===== src/rtl/apm_pkg.sv =====
// ----------------------------------------------------------------------------
// apm_pkg
// Shared constants, codes, tables and control types of the placement move
// evaluator.
// ----------------------------------------------------------------------------
`default_nettype none

package apm_pkg;

   localparam int GRID_SIDE     = 32;
   localparam int PIN_DEPTH     = 1024;
   localparam int CELL_COUNT    = 1024;

   localparam int ROW_BITS      = $clog2(GRID_SIDE);
   localparam int SITE_BITS     = 2 * ROW_BITS;
   localparam int SITE_COUNT    = GRID_SIDE * GRID_SIDE;
   localparam int CELL_BITS     = 10;
   localparam int COORD_BITS    = 5;
   localparam int DIM_BITS      = 6;
   localparam int CMP_BITS      = 8;
   localparam int PIN_ADDR_BITS = $clog2(PIN_DEPTH);
   localparam int PIN_CNT_BITS  = PIN_ADDR_BITS + 1;
   localparam int PIN_BITS      = CELL_BITS + 1;
   localparam int LEN_BITS      = 16;
   localparam int SPAN_BITS     = ROW_BITS + 1;
   localparam int TEMP_BITS     = 32;
   localparam int RND_BITS      = 16;
   localparam int LOG2E_BITS    = 17;
   localparam int PROD_BITS     = LEN_BITS + LOG2E_BITS;
   localparam int NUM_BITS      = PROD_BITS + 16;
   localparam int FACTOR_BITS   = 17;
   localparam int DIV_CNT_BITS  = $clog2(NUM_BITS + 1);
   localparam int CSR_ADDR_BITS = 2;

   localparam logic [LOG2E_BITS-1:0]    LOG2E_Q16  = LOG2E_BITS'(94548);
   localparam logic [CSR_ADDR_BITS-1:0] CSR_ROWS   = CSR_ADDR_BITS'(0);
   localparam logic [CSR_ADDR_BITS-1:0] CSR_COLS   = CSR_ADDR_BITS'(1);

   typedef enum logic [1:0] {
      OP_PLACE = 2'd0,
      OP_PIN   = 2'd1,
      OP_EVAL  = 2'd2,
      OP_SWAP  = 2'd3
   } op_type;

   typedef enum logic [1:0] {
      STATUS_OK       = 2'd0,
      STATUS_BAD_SITE = 2'd1,
      STATUS_PIN_FULL = 2'd2
   } status_type;

   typedef struct packed {
      logic clear_wr;
      logic take_req;
      logic latch_status;
      logic place_wr;
      logic pin_wr;
      logic rd_a;
      logic rd_b;
      logic load_va;
      logic load_vb;
      logic wr_a;
      logic wr_b;
      logic reverse;
      logic walk_start;
      logic mul_go;
      logic div_start;
      logic commit;
      logic rsp_load;
   } apm_cmd_type;

   typedef struct packed {
      logic   clear_last;
      op_type op;
      logic   sites_ok;
      logic   pin_full;
      logic   walk_done;
      logic   div_done;
      logic   keep;
      logic   rsp_free;
   } apm_stat_type;

   // 65536 * 2^(-k/16), rounded; the entry for k = 15 (34224) lies slightly above it
   function automatic logic [FACTOR_BITS-1:0] pow2_tab(input logic [3:0] k);
      logic [FACTOR_BITS-1:0] v;
      case (k)
         4'd0:    v = 17'd65536;
         4'd1:    v = 17'd62757;
         4'd2:    v = 17'd60097;
         4'd3:    v = 17'd57549;
         4'd4:    v = 17'd55109;
         4'd5:    v = 17'd52773;
         4'd6:    v = 17'd50535;
         4'd7:    v = 17'd48393;
         4'd8:    v = 17'd46341;
         4'd9:    v = 17'd44376;
         4'd10:   v = 17'd42495;
         4'd11:   v = 17'd40693;
         4'd12:   v = 17'd38968;
         4'd13:   v = 17'd37316;
         4'd14:   v = 17'd35734;
         4'd15:   v = 17'd34224;
         default: v = 17'd0;
      endcase
      return v;
   endfunction

endpackage

`default_nettype wire


===== src/rtl/apm_ctrl.sv =====
// ----------------------------------------------------------------------------
// apm_ctrl
// Sequencer for clearing, place, pin append, evaluation and swap moves.
// ----------------------------------------------------------------------------
`default_nettype none

module apm_ctrl (
   input  wire logic                  clock,
   input  wire logic                  reset,
   input  wire logic                  req_valid,
   output logic                       req_ready,
   input  wire apm_pkg::apm_stat_type stat,
   output apm_pkg::apm_cmd_type       cmd
);
   import apm_pkg::*;

   typedef enum logic [3:0] {
      S_CLEAR, S_IDLE, S_EXEC, S_RD_A, S_RD_B, S_LD_B, S_FWD_A, S_FWD_B,
      S_WALK, S_MUL, S_DIV, S_DIV_WAIT, S_DECIDE, S_REV_A, S_REV_B, S_RESP
   } state_type;

   state_type state_ff;

   always_ff @(posedge clock) begin
      if (reset) begin
         state_ff <= S_CLEAR;
      end else begin
         case (state_ff)
            S_CLEAR:    if (stat.clear_last) state_ff <= S_IDLE;
            S_IDLE:     if (req_valid) state_ff <= S_EXEC;
            S_EXEC: begin
               case (stat.op)
                  OP_EVAL: state_ff <= S_WALK;
                  OP_SWAP: state_ff <= stat.sites_ok ? S_RD_A : S_RESP;
                  default: state_ff <= S_RESP;
               endcase
            end
            S_RD_A:     state_ff <= S_RD_B;
            S_RD_B:     state_ff <= S_LD_B;
            S_LD_B:     state_ff <= S_FWD_A;
            S_FWD_A:    state_ff <= S_FWD_B;
            S_FWD_B:    state_ff <= S_WALK;
            S_WALK: begin
               if (stat.walk_done) state_ff <= (stat.op == OP_EVAL) ? S_RESP : S_MUL;
            end
            S_MUL:      state_ff <= S_DIV;
            S_DIV:      state_ff <= S_DIV_WAIT;
            S_DIV_WAIT: if (stat.div_done) state_ff <= S_DECIDE;
            S_DECIDE:   state_ff <= stat.keep ? S_RESP : S_REV_A;
            S_REV_A:    state_ff <= S_REV_B;
            S_REV_B:    state_ff <= S_RESP;
            S_RESP:     if (stat.rsp_free) state_ff <= S_IDLE;
            default:    state_ff <= S_CLEAR;
         endcase
      end
   end

   assign req_ready = (state_ff == S_IDLE);

   always_comb begin
      cmd = '0;
      case (state_ff)
         S_CLEAR: cmd.clear_wr = 1'b1;
         S_IDLE:  cmd.take_req = req_valid;
         S_EXEC: begin
            cmd.latch_status = 1'b1;
            cmd.place_wr     = (stat.op == OP_PLACE) && stat.sites_ok;
            cmd.pin_wr       = (stat.op == OP_PIN) && !stat.pin_full;
            cmd.walk_start   = (stat.op == OP_EVAL);
         end
         S_RD_A:  cmd.rd_a = 1'b1;
         S_RD_B: begin
            cmd.rd_b    = 1'b1;
            cmd.load_va = 1'b1;
         end
         S_LD_B:  cmd.load_vb = 1'b1;
         S_FWD_A: cmd.wr_a = 1'b1;
         S_FWD_B: begin
            cmd.wr_b       = 1'b1;
            cmd.walk_start = 1'b1;
         end
         S_WALK:  cmd.commit = stat.walk_done && (stat.op == OP_EVAL);
         S_MUL:   cmd.mul_go = 1'b1;
         S_DIV:   cmd.div_start = 1'b1;
         S_DIV_WAIT: ;
         S_DECIDE: cmd.commit = stat.keep;
         S_REV_A: begin
            cmd.wr_a    = 1'b1;
            cmd.reverse = 1'b1;
         end
         S_REV_B: begin
            cmd.wr_b    = 1'b1;
            cmd.reverse = 1'b1;
         end
         S_RESP:  cmd.rsp_load = stat.rsp_free;
         default: cmd = '0;
      endcase
   end

   a_ready_only_idle: assert property (@(posedge clock) disable iff (reset)
      req_ready |-> !stat.clear_last || state_ff == S_IDLE)
      else $error("ready outside idle");
   a_take_leads_exec: assert property (@(posedge clock) disable iff (reset)
      cmd.take_req |=> state_ff == S_EXEC) else $error("accepted beat not executed");
   a_revert_after_reject: assert property (@(posedge clock) disable iff (reset)
      (state_ff == S_REV_A) |-> $past(state_ff) == S_DECIDE)
      else $error("revert without decision");

endmodule

`default_nettype wire


===== config.mk =====
export PLATFORM = sky130hd
export DESIGN_NAME = apm_ctrl
export DESIGN_NICKNAME = d
export VERILOG_FILES = /design/src/rtl/apm_pkg.sv /design/src/rtl/apm_ctrl.sv
export SDC_FILE = /design/constraint.sdc
export NUM_CORES = 1
export LEC_CHECK = 0
export BUFFER_PORTS_ARGS = -buffer_cell sky130_fd_sc_hd__clkbuf_2
export CAP_MARGIN = 20
export CORE_MARGIN = 2
export CORE_UTILIZATION = 45
export DETAILED_ROUTE_END_ITERATION = 10
export GPL_TIMING_DRIVEN = 0
export PLACE_DENSITY = 0.8
export SYNTH_ARGS = -nofsm -noshare
export SYNTH_HDL_FRONTEND = slang
export SYNTH_SLANG_ARGS = --single-unit

===== constraint.sdc =====
create_clock -name clock -period 1.7 [get_ports clock]
set_input_delay 0.17 -clock clock [delete_from_list [all_inputs] [get_ports clock]]
set_output_delay 0.17 -clock clock [all_outputs]
set_load 0.05 [all_outputs]

; Yosys cells after proc, flatten, opt, wreduce, memory -nomap -nowiden
; Index checks and enable logic that the tools add are counted.
[totals]
regBits = 4
inputBits = 12
wordCells = 58
[classes]
n_eq_ne = 23
mux = 24
reduce_logical = 10
[ops]
columns = operator, count
row1 = case mux 4 bit (16 select lines), 1
row2 = equality test 4 bit (second input constant), 8
row3 = 2-to-1 mux 4 bit, 6
row4 = equality test 4 x 3 -> 1 bit (second input constant), 4
row5 = 2-to-1 mux 1 bit, 10
row6 = != test 2 bit (second input constant), 5
row7 = equality test 4 x 2 -> 1 bit (second input constant), 2
row8 = case mux 4 bit (2 select lines), 1
row9 = 2-to-1 mux 3 bit, 2
row10 = OR reduction 2 bit, 3
row11 = AND reduction 5 bit, 1
row12 = equality test 2 bit (second input constant), 2
row13 = equality test 4 x 1 -> 1 bit (second input constant), 1
row14 = logical NOT 4 bit, 1
row15 = 2-to-1 mux 2 bit, 2
row16 = case mux 1 bit (2 select lines), 2
row17 = logical AND 1 bit, 3
row18 = equality test 2 x 1 -> 1 bit (second input constant), 1
row19 = logical NOT 2 bit, 1
row20 = logical NOT 1 bit, 1

; Depth between registers and ports, before layout
; Gate-level depths: netlist of run 1.
[depth]
word_depth = 4
ltp_mapped = 6
mapped_depth_nobuf = 5

; Least setup slack after synthesis of run 1
; OpenSTA, ideal clock, no wires.
[synth_timing]
path_kind = register to output
start = register state_ff[1]
end = output cmd[15] (netlist name)
t_arrival_ps = 2351
required_time_ps = 1530
path_slack_ps = -821
path_stages_with_launch = 5
path_buffers = 2
cell_sequence = dfxtp_1 > buf_2 > buf_4 > nor3_1 > and2_1
[synth_rtl]
columns = item, line_no
row1 = start: declaration, apm_ctrl.sv:22  ; state_type state_ff;
row2 = start signal: assignment, apm_ctrl.sv:34  ; OP_SWAP: state_ff <= stat.sites_ok ? S_RD_A : S_RESP;
row3 = start signal: assignment, apm_ctrl.sv:44  ; if (stat.walk_done) state_ff <= (stat.op == OP_EVAL) ? S_RESP : S_MUL;
row4 = start signal: assignment, apm_ctrl.sv:49  ; S_DECIDE: state_ff <= stat.keep ? S_RESP : S_REV_A;
row5 = end: declaration, apm_ctrl.sv:13  ; output apm_pkg::apm_cmd_type cmd

==> flow_summary.ini, run 1 <==
[final_layout]
drive_gt1_share_pct = 56.64
final_nets = 127
top_regs = state_ff x4
antenna_cells = 0
largest_reg_flops = 4
post-route-util_pct = 74.13
final_cell_mix = clkbuf_2 (19), buf_4 (9)
final_area_um2 = 964.7
area_growth_syn_to_layout_pct = 53.89
final_common_cell = clkbuf_2
fillerInstances = 102
largest_register = state_ff

[global_route]
grt_pass1_vias = 618
met3_usage_pct = 3.191
antenna_found_initial = 0
top_usage_layer = met2
grt_max_degree = 11
use_met2_pct = 42.97
use_met1_pct = 31.73
overflow = 0
grt_pass1_wl_mm = 2.725
track_usage_pct = 24.45

[sta]
fin_crit_ps = 1787
finalCritPeriodShare_pct = 105.1
setup_ws_ps = -86.66
setup_viol = 3
timing.hold.ws_ps = 174.6
hold_viol_final = 0
max_clock_freq_mhz = 559.7
clock_skew_ps = 5.057
drv_slew = 0
rsz0062_at_grt = true
max-slew-margin-rel_pct = 79.51
worst_slew_pin_slew_ps = 307.4

[drt]
viasPerCell = 5.867
num_vias = 751
wl_per_cell_um = 14.75
drtAntennaViolNets = 0
firstDrtPassIters = 4
remaining_drc_errors = 0
drtIter0Drc = 34
drt_wl_total_mm = 1.888

[placement]
place_hpwl_mm = 1.357
gp_congestion = 0.8029
dpl_cell_area_um2 = 860.8
port_buffers = 29

[clocking]
htree_levels = 1
cts.clk_slew.worst_paths_ps = 40
clockRootBuffer = clkbuf_4
cts.path.max_buffers = 2
cts_buffers = 3
clock_latency_ps = 240
holdBufCountCts = 0
clock_sinks = 4
cts_tree = built

[worst_hold_path]
hold_path.startpoint = reset
hp-class = in2reg

[worst_setup_path]
crit_path_start_kind = flip-flop
critPathLaunch = state_ff[3]
critPathCapture = cmd[13]
r2r_cells = 5
r2r_start = state_ff[2]
required_ps = 1530
path_class = reg2out
reg2reg_to = state_ff[2]
cp_max_fo = 4
r2r_slack_ps = 330
cp.arrival_ps = 1620
worstSetupEndpointType = output port

[floorplan]
start_util_pct = 48.17
die_x_um = 41.32
io_pins = 30
die_y_um = 41.32
die_area_um2 = 1707
core_area_um2 = 1301
num_rows = 13

[synthesis]
synthArstFlopShare_pct = 0
synth_area_per_cell_um2 = 7.935
synth_edf_count = 0
syn-instance-count = 79
synth_cell_type_count = 42
syn-cell-area_um2 = 626.9
ys.flop_type = dfxtp_1
ys_warn_count = 0
seq_area_frac_synth_pct = 12.77
synth_seq_cells = 4
syn_nets = 91

[power]
ir_worst_vdd_mv = 0.3174
power_leakage_nw = 0.4229
power.density_nw_per_um2 = 414.3

[outcome]
violations = negative setup slack
status = finished with violations

[flow_run]
drv_cap = 0
## worst min-delay path by stage
stage / cells past startpoint / end
2_1_floorplan: 1 / state_ff[2]
3_3_place_gp: 2 / state_ff[2]
5_1_grt: 2 / state_ff[2]
6_report: 2 / state_ff[2]
4_1_cts: 2 / state_ff[2]
3_5_place_dp: 2 / state_ff[2]
## repair_timing
item | in CTS | in global routing
resized for setup | 16 | 12
buffers inserted | 3 | 0
endpoints found under the setup margin | 11 | 12
pin swaps | 1 | 3
## where the power goes
| group | total [mW] | switching [mW] | internal [mW] |
|---|---|---|---|
| sequential | 0.106 | 0.00718 | 0.0985 |
| clock | 0.126 | 0.0461 | 0.0795 |
| combinational | 0.168 | 0.101 | 0.0675 |
## cells by family (layout without fill, tap and decap cells)
group / Yosys count / after routing / synth area share [%]
buf+inv: 14 / 48 / 14.37
simple gates: 37 / 37 / 40.12
mux: 3 / 3 / 5.588
compound gates: 20 / 20 / 25.75
xor+xnor: 1 / 1 / 1.397
flops: 4 / 4 / 12.77
## synth_stat cells (all sizes together) (2+ instances only)
| master | count | share of area, % |
|---|---|---|
| or3 | 3 | 3.8 |
| nor2 | 5 | 3.0 |
| and2 | 2 | 2.0 |
| inv | 5 | 3.0 |
| nor4 | 3 | 5.4 |
| buf | 9 | 11 |
| mux2i | 2 | 3.2 |
| nand2b | 7 | 8.2 |
| a21oi | 4 | 3.2 |
| o21ai | 3 | 2.4 |
| o22ai | 2 | 3.0 |
| dfxtp | 4 | 13 |
| a221oi | 2 | 3.8 |
| nand2 | 5 | 3.0 |
| a211oi | 2 | 3.2 |
| nor3 | 6 | 5.6 |
## metal layers
| metal | vias to the layer above | share of wire, % |
|---|---|---|
| met4 | 0 | 0.90 |
| met3 | 4 | 6.3 |
| met2 | 44 | 52 |
| li1 | 365 | - |
| met5 | - | 0 |
| met1 | 338 | 40 |
## worst max-delay path, cell delays in order, from the launching register on
cell and delay, ps:
dfxtp_2 330, nand2b_4 140, or3_4 410, nor4b_4 270, clkbuf_8 220
## per-stage QoR
step	setup TNS [ps]	power, mW	setup WS (ps)	instances
after floorplan	-525.5	0.2218	-242.3	79
after global placement	0	0.2616	42.84	123
after detailed placement	0	0.2642	31.24	123
after CTS	-264.5	0.3962	-99.98	129
after global routing	-357.1	0.4183	-139.9	128
final	-142.9	0.3997	-86.66	128
## layout make-up
| cell class | count | area [µm²] | area share, % |
|---|---|---|---|
| Buffer | 8 | 76.32 | 7.912 |
| Clock buffer | 3 | 22.52 | 2.335 |
| Inverter | 5 | 18.77 | 1.946 |
| Multi-Input combinational cell | 61 | 540.5 | 56.03 |
| Sequential cell | 4 | 82.58 | 8.560 |
| Tap cell | 15 | 18.77 | 1.946 |
| Timing Repair Buffer | 32 | 205.2 | 21.27 |
No activity file was read; power rests on OpenSTA's default activity.
==> inputs of run 2 (changes only) <==
--- a/config.mk
+++ b/config.mk
@@ -7,11 +7,12 @@
 export LEC_CHECK = 0
 export BUFFER_PORTS_ARGS = -buffer_cell sky130_fd_sc_hd__clkbuf_2
 export CAP_MARGIN = 20
-export CORE_MARGIN = 2
 export CORE_UTILIZATION = 45
+export CTS_CLUSTER_DIAMETER = 50
 export DETAILED_ROUTE_END_ITERATION = 10
 export GPL_TIMING_DRIVEN = 0
 export PLACE_DENSITY = 0.8
+export SKIP_LAST_GASP = 1
 export SYNTH_ARGS = -nofsm -noshare
 export SYNTH_HDL_FRONTEND = slang
 export SYNTH_SLANG_ARGS = --single-unit
==> run 2 against run 1 <==
The flow still finishes with violations (negative setup slack). Sequential power hardly changed. Clock skew is 3.6 ps lower. Cell count is 1.6% higher. Sequential share of layout area is 0.10 points lower. Final area is 4.3% higher. Worst hold slack better by 16 ps. Register-to-register slack worse by 70 ps. Sequential cell count stayed put.
==> flow_summary.ini, run 2 (synthesis results as in run 1) <==
[global_route]
grt_pass1_vias = 594
track_usage_pct = 25.47
grt_max_degree = 11
antenna_found_initial = 0
overflow = 0
grt_pass1_wl_mm = 2.684

[sta]
max-slew-margin-rel_pct = 81.29
rsz0062_at_grt = true
final.setup.tns_ps = -117.0
setup_viol = 2
drv_slew = 0
finalCritPeriodShare_pct = 105.2
max_clock_freq_mhz = 559.1
clock_skew_ps = 1.436
hold_viol_final = 0
worst_slew_pin_slew_ps = 276.8
fin_crit_ps = 1789
setup_ws_ps = -88.64

[worst_setup_path]
slowest_stage = or3_4
path_class = reg2out
cp_max_fo = 3
r2r_cells = 5
crit_path_start_kind = flip-flop
critical_path_buf_inv_count = 1
max_stage_delay_ps = 410
crit_family = simple AND/OR/NAND/NOR gates
path_cells = nand2b_4 > or3_4 > nor4b_4 > clkbuf_8
required_ps = 1530
worstSetupEndpointType = output port
cp.arrival_ps = 1620
crit_cells = 4

[final_layout]
final_cell_mix = clkbuf_2 (18), buf_4 (8), buf_6 (7)
antenna_cells = 0
drive_gt1_share_pct = 57.39
largest_register = state_ff
top_regs = state_ff x4
largest_reg_flops = 4
area_growth_syn_to_layout_pct = 60.48
final_nets = 129
final_area_um2 = 1006
final_common_cell = clkbuf_2

[drt]
drt_wl_total_mm = 1.837
drtIter0Drc = 18
firstDrtPassIters = 4
num_vias = 761
remaining_drc_errors = 0
drtAntennaViolNets = 0
wl_per_cell_um = 14.13
viasPerCell = 5.854

[floorplan]
num_rows = 13
io_pins = 30
start_util_pct = 48.17
die_x_um = 39.32
die_area_um2 = 1546
die_y_um = 39.32
core_area_um2 = 1301

[power]
ir_worst_vdd_mv = 0.2621
power_mw = 0.3918
clkPwrFrac_pct = 29.9
p_seq_share_pct = 26.5
power.density_nw_per_um2 = 389.5
switchingPower_mw = 0.1471
p_int_mw = 0.2447
power_leakage_nw = 0.4348
p_comb_share_pct = 43.6
switching_share_pct = 37.55

[clocking]
cts_tree = built
clockRootBuffer = clkbuf_4
clock_sinks = 4
htree_levels = 1
cts.path.max_buffers = 2
clock_latency_ps = 230
cts.clk_slew.worst_paths_ps = 40
cts_buffers = 3

[outcome]
violations = negative setup slack
status = finished with violations

[placement]
place_hpwl_mm = 1.307
dpl_cell_area_um2 = 860.8
gp_congestion = 0.8235
port_buffers = 29

[worst_hold_path]
hp-class = in2reg
whs_path_depth = 2

[flow_run]
drv_cap = 0
-- run 2: cell count changes in the layout (fill, tap and decap cells not counted), sizes merged --
cell / delta
clkbuf: +2
-- run 2: metal layers --
layer | wire (µm) | vias to the layer above | GRT usage, %
met2 | 882 | 43 | 42.08
met5 | 0 | - | 0
met4 | 31 | 0 | 7.759
li1 | - | 367 | -
met1 | 791 | 347 | 34.59
met3 | 130 | 4 | 2.273
-- run 2: power by group through the flow --
stage / Sequential (mW) / Combinational [mW] / Clock, mW
after detailed placement: 0.105 / 0.159 / 0
after floorplan: 0.104 / 0.118 / 0
final: 0.104 / 0.171 / 0.117
after global routing: 0.104 / 0.181 / 0.130
after CTS: 0.104 / 0.165 / 0.118
after global placement: 0.105 / 0.156 / 0
-- run 2: area by class of cell --
class | instances | area (µm²)
Inverter | 5 | 18.77
Buffer | 8 | 76.32
Sequential cell | 4 | 85.08
Fill cell | 95 | 295.3
Clock buffer | 3 | 22.52
Multi-Input combinational cell | 61 | 541.8
Timing Repair Buffer | 34 | 242.7
Tap cell | 15 | 18.77
-- run 2: metrics by stage --
step	std cells	hold WS [ps]	setup slack [ps]	utilization [%]
finish	130	190.2	-88.64	77.31
global route	130	193.9	-126.6	77.31
CTS	129	183.9	-99.89	74.23
detailed placement	123	428.7	28.40	66.15
global placement	123	421.2	33.89	66.15
floorplan	79	239.7	-242.3	-
-- run 2: final timing paths --
kind	start	to	slack, ps
max reg2reg	state_ff[1]	state_ff[2]	260
max	state_ff[3]	cmd[13]	-90
min reg2reg	state_ff[0]	state_ff[0]	730
min	reset	state_ff[2]	190
-- run 2: timing repair --
action | CTS | global route
endpoints found under the setup margin | 11 | 12
hold buffers | 0 | 0
pin swaps | 0 | 3
buffers inserted | 3 | 2
endpoints found under the hold margin | 0 | 0
gates resized for setup | 16 | 21
==> inputs of run 3 (changes only) <==
--- a/config.mk
+++ b/config.mk
@@ -10,8 +10,9 @@
 export CORE_UTILIZATION = 45
 export CTS_CLUSTER_DIAMETER = 50
 export DETAILED_ROUTE_END_ITERATION = 10
+export GPL_ROUTABILITY_DRIVEN = 0
 export GPL_TIMING_DRIVEN = 0
-export PLACE_DENSITY = 0.8
+export PLACE_DENSITY = 0.84
 export SKIP_LAST_GASP = 1
 export SYNTH_ARGS = -nofsm -noshare
 export SYNTH_HDL_FRONTEND = slang
==> run 3 against run 2 <==
The flow still finishes with violations (negative setup slack). Critical path depth is the same. First-iteration DRC count rose by 72%. Final area shrank 2.4%. Routed wire length rose by 0.44%. Die area unchanged. Sequential power about the same. Maximum frequency increased by 1.2%. Setup slack better by 21 ps. Clock skew barely moved. Sequential share of layout area up 0.20 points. Critical path type unchanged. Largest cell class unchanged. Largest power group unchanged.
==> flow_summary.ini, run 3 (synthesis results as in run 1) <==
[power]
ir_worst_vdd_mv = 0.3997
p_comb_share_pct = 43.2
switchingPower_mw = 0.1491
clkPwrFrac_pct = 30.2
switching_share_pct = 37.83
power.density_nw_per_um2 = 401.4
power_leakage_nw = 0.4273
p_seq_share_pct = 26.6
p_int_mw = 0.2451

[outcome]
violations = negative setup slack
status = finished with violations

[sta]
drv_slew = 0
fin_crit_ps = 1768
max_clock_freq_mhz = 565.8
setup_ws_ps = -67.52
hold_viol_final = 0
rsz0062_at_grt = true
finalCritPeriodShare_pct = 104.0
clock_skew_ps = 1.026
setup_viol = 3
worst_slew_pin_slew_ps = 314.0
max-slew-margin-rel_pct = 79.07
final.setup.tns_ps = -89.28

[clocking]
cts.path.max_buffers = 2
cts.clk_slew.worst_paths_ps = 40
cts_tree = built
cts_buffers = 3
clock_latency_ps = 230
clockRootBuffer = clkbuf_4
clock_sinks = 4
htree_levels = 1

[worst_setup_path]
r2r_start = state_ff[3]
required_ps = 1530
crit_path_start_kind = flip-flop
path_class = reg2out
cp.arrival_ps = 1600
reg2reg_to = state_ff[2]
r2r_slack_ps = 230
r2r_cells = 6
cp_max_fo = 3
worstSetupEndpointType = output port

[final_layout]
area_growth_syn_to_layout_pct = 56.69
top_regs = state_ff x4
final_cell_mix = clkbuf_2 (18), buf_4 (8), buf_6 (6), nand2b_1 (6)
fillerInstances = 86
final_nets = 128
largest_register = state_ff
antenna_cells = 0
drive_gt1_share_pct = 57.02
largest_reg_flops = 4
final_common_cell = clkbuf_2

[floorplan]
start_util_pct = 48.17
io_pins = 30
die_x_um = 39.32
core_area_um2 = 1301
num_rows = 13
die_area_um2 = 1546
die_y_um = 39.32

[placement]
port_buffers = 29
pre_cts_slack_ps = 23.62
place_hpwl_mm = 1.348

[drt]
drtIter0Drc = 31
drtAntennaViolNets = 0
drt_wl_total_mm = 1.845
remaining_drc_errors = 0
num_vias = 763
viasPerCell = 5.915
firstDrtPassIters = 4
wl_per_cell_um = 14.30

[worst_hold_path]
min_to = state_ff[2]
hold_path.startpoint = reset
hp-class = in2reg
whs_path_depth = 2

[global_route]
grt_pass1_wl_mm = 2.635
track_usage_pct = 25.18
grt_max_degree = 11
overflow = 0
antenna_found_initial = 0
grt_pass1_vias = 630

[flow_run]
drv_cap = 0
[run 3: metal layers]
metal | global-route usage, % | vias to the layer above | wire [µm]
met4 | 5.172 | 0 | 16
met2 | 40.42 | 43 | 978
met1 | 34.14 | 354 | 727
met5 | 0 | - | 0
li1 | - | 362 | -
met3 | 5.682 | 4 | 123
[run 3: critical path, cell delays in order (launching register included)]
cell	delay (ps)
dfxtp_2	320
nand2b_4	130
or3_4	410
nor4b_4	280
clkbuf_8	230
[run 3: power groups by stage]
stage               logic [mW]  registers (mW)  clock network [mW]
detailed placement       0.160           0.105                   0
CTS                      0.166           0.104               0.121
global route             0.181           0.105               0.130
global placement         0.156           0.105                   0
floorplan                0.118           0.104                   0
finish                   0.170           0.105               0.119
[run 3: metrics by stage]
| stage | std cells | instance area [µm²] | power [mW] | hold slack, ps | util (%) |
|---|---|---|---|---|---|
| 2_1_floorplan | 79 | 696.9 | 0.2218 | 239.7 | - |
| 3_3_place_gp | 123 | 860.8 | 0.2608 | 419.7 | 66.15 |
| 3_5_place_dp | 123 | 860.8 | 0.2649 | 422.7 | 66.15 |
| 4_1_cts | 129 | 964.7 | 0.3912 | 178.2 | 74.13 |
| 5_1_grt | 129 | 982.2 | 0.4155 | 191.6 | 75.48 |
| 6_report | 129 | 982.2 | 0.3942 | 185.4 | 75.48 |
[run 3: final cells by class]
type | count | area [µm²] | area share (%)
inverters | 5 | 18.77 | 1.911
plain buffers | 8 | 76.32 | 7.771
multi-input cells | 61 | 541.8 | 55.16
flip-flops and latches | 4 | 85.08 | 8.662
clock buffers | 3 | 22.52 | 2.293
well taps | 15 | 18.77 | 1.911
repair buffers | 33 | 219.0 | 22.29
[run 3: repair_timing]
| item | CTS | global route |
|---|---|---|
| cloned | 0 | 0 |
| resized for setup | 17 | 14 |
| hold buffers | 0 | 0 |
| setup endpoints to repair | 10 | 13 |
| buffers inserted | 3 | 1 |
| pin swaps | 1 | 3 |
[run 3: how the worst max path moves through the flow]
stage,from,endpoint,depth (start not counted)
after floorplan,state_ff[3],cmd[12],4
after global placement,stat[6],cmd[1],5
after detailed placement,stat[6],cmd[1],5
after CTS,state_ff[3],cmd[13],5
after global routing,state_ff[3],cmd[13],4
final,state_ff[3],cmd[13],4
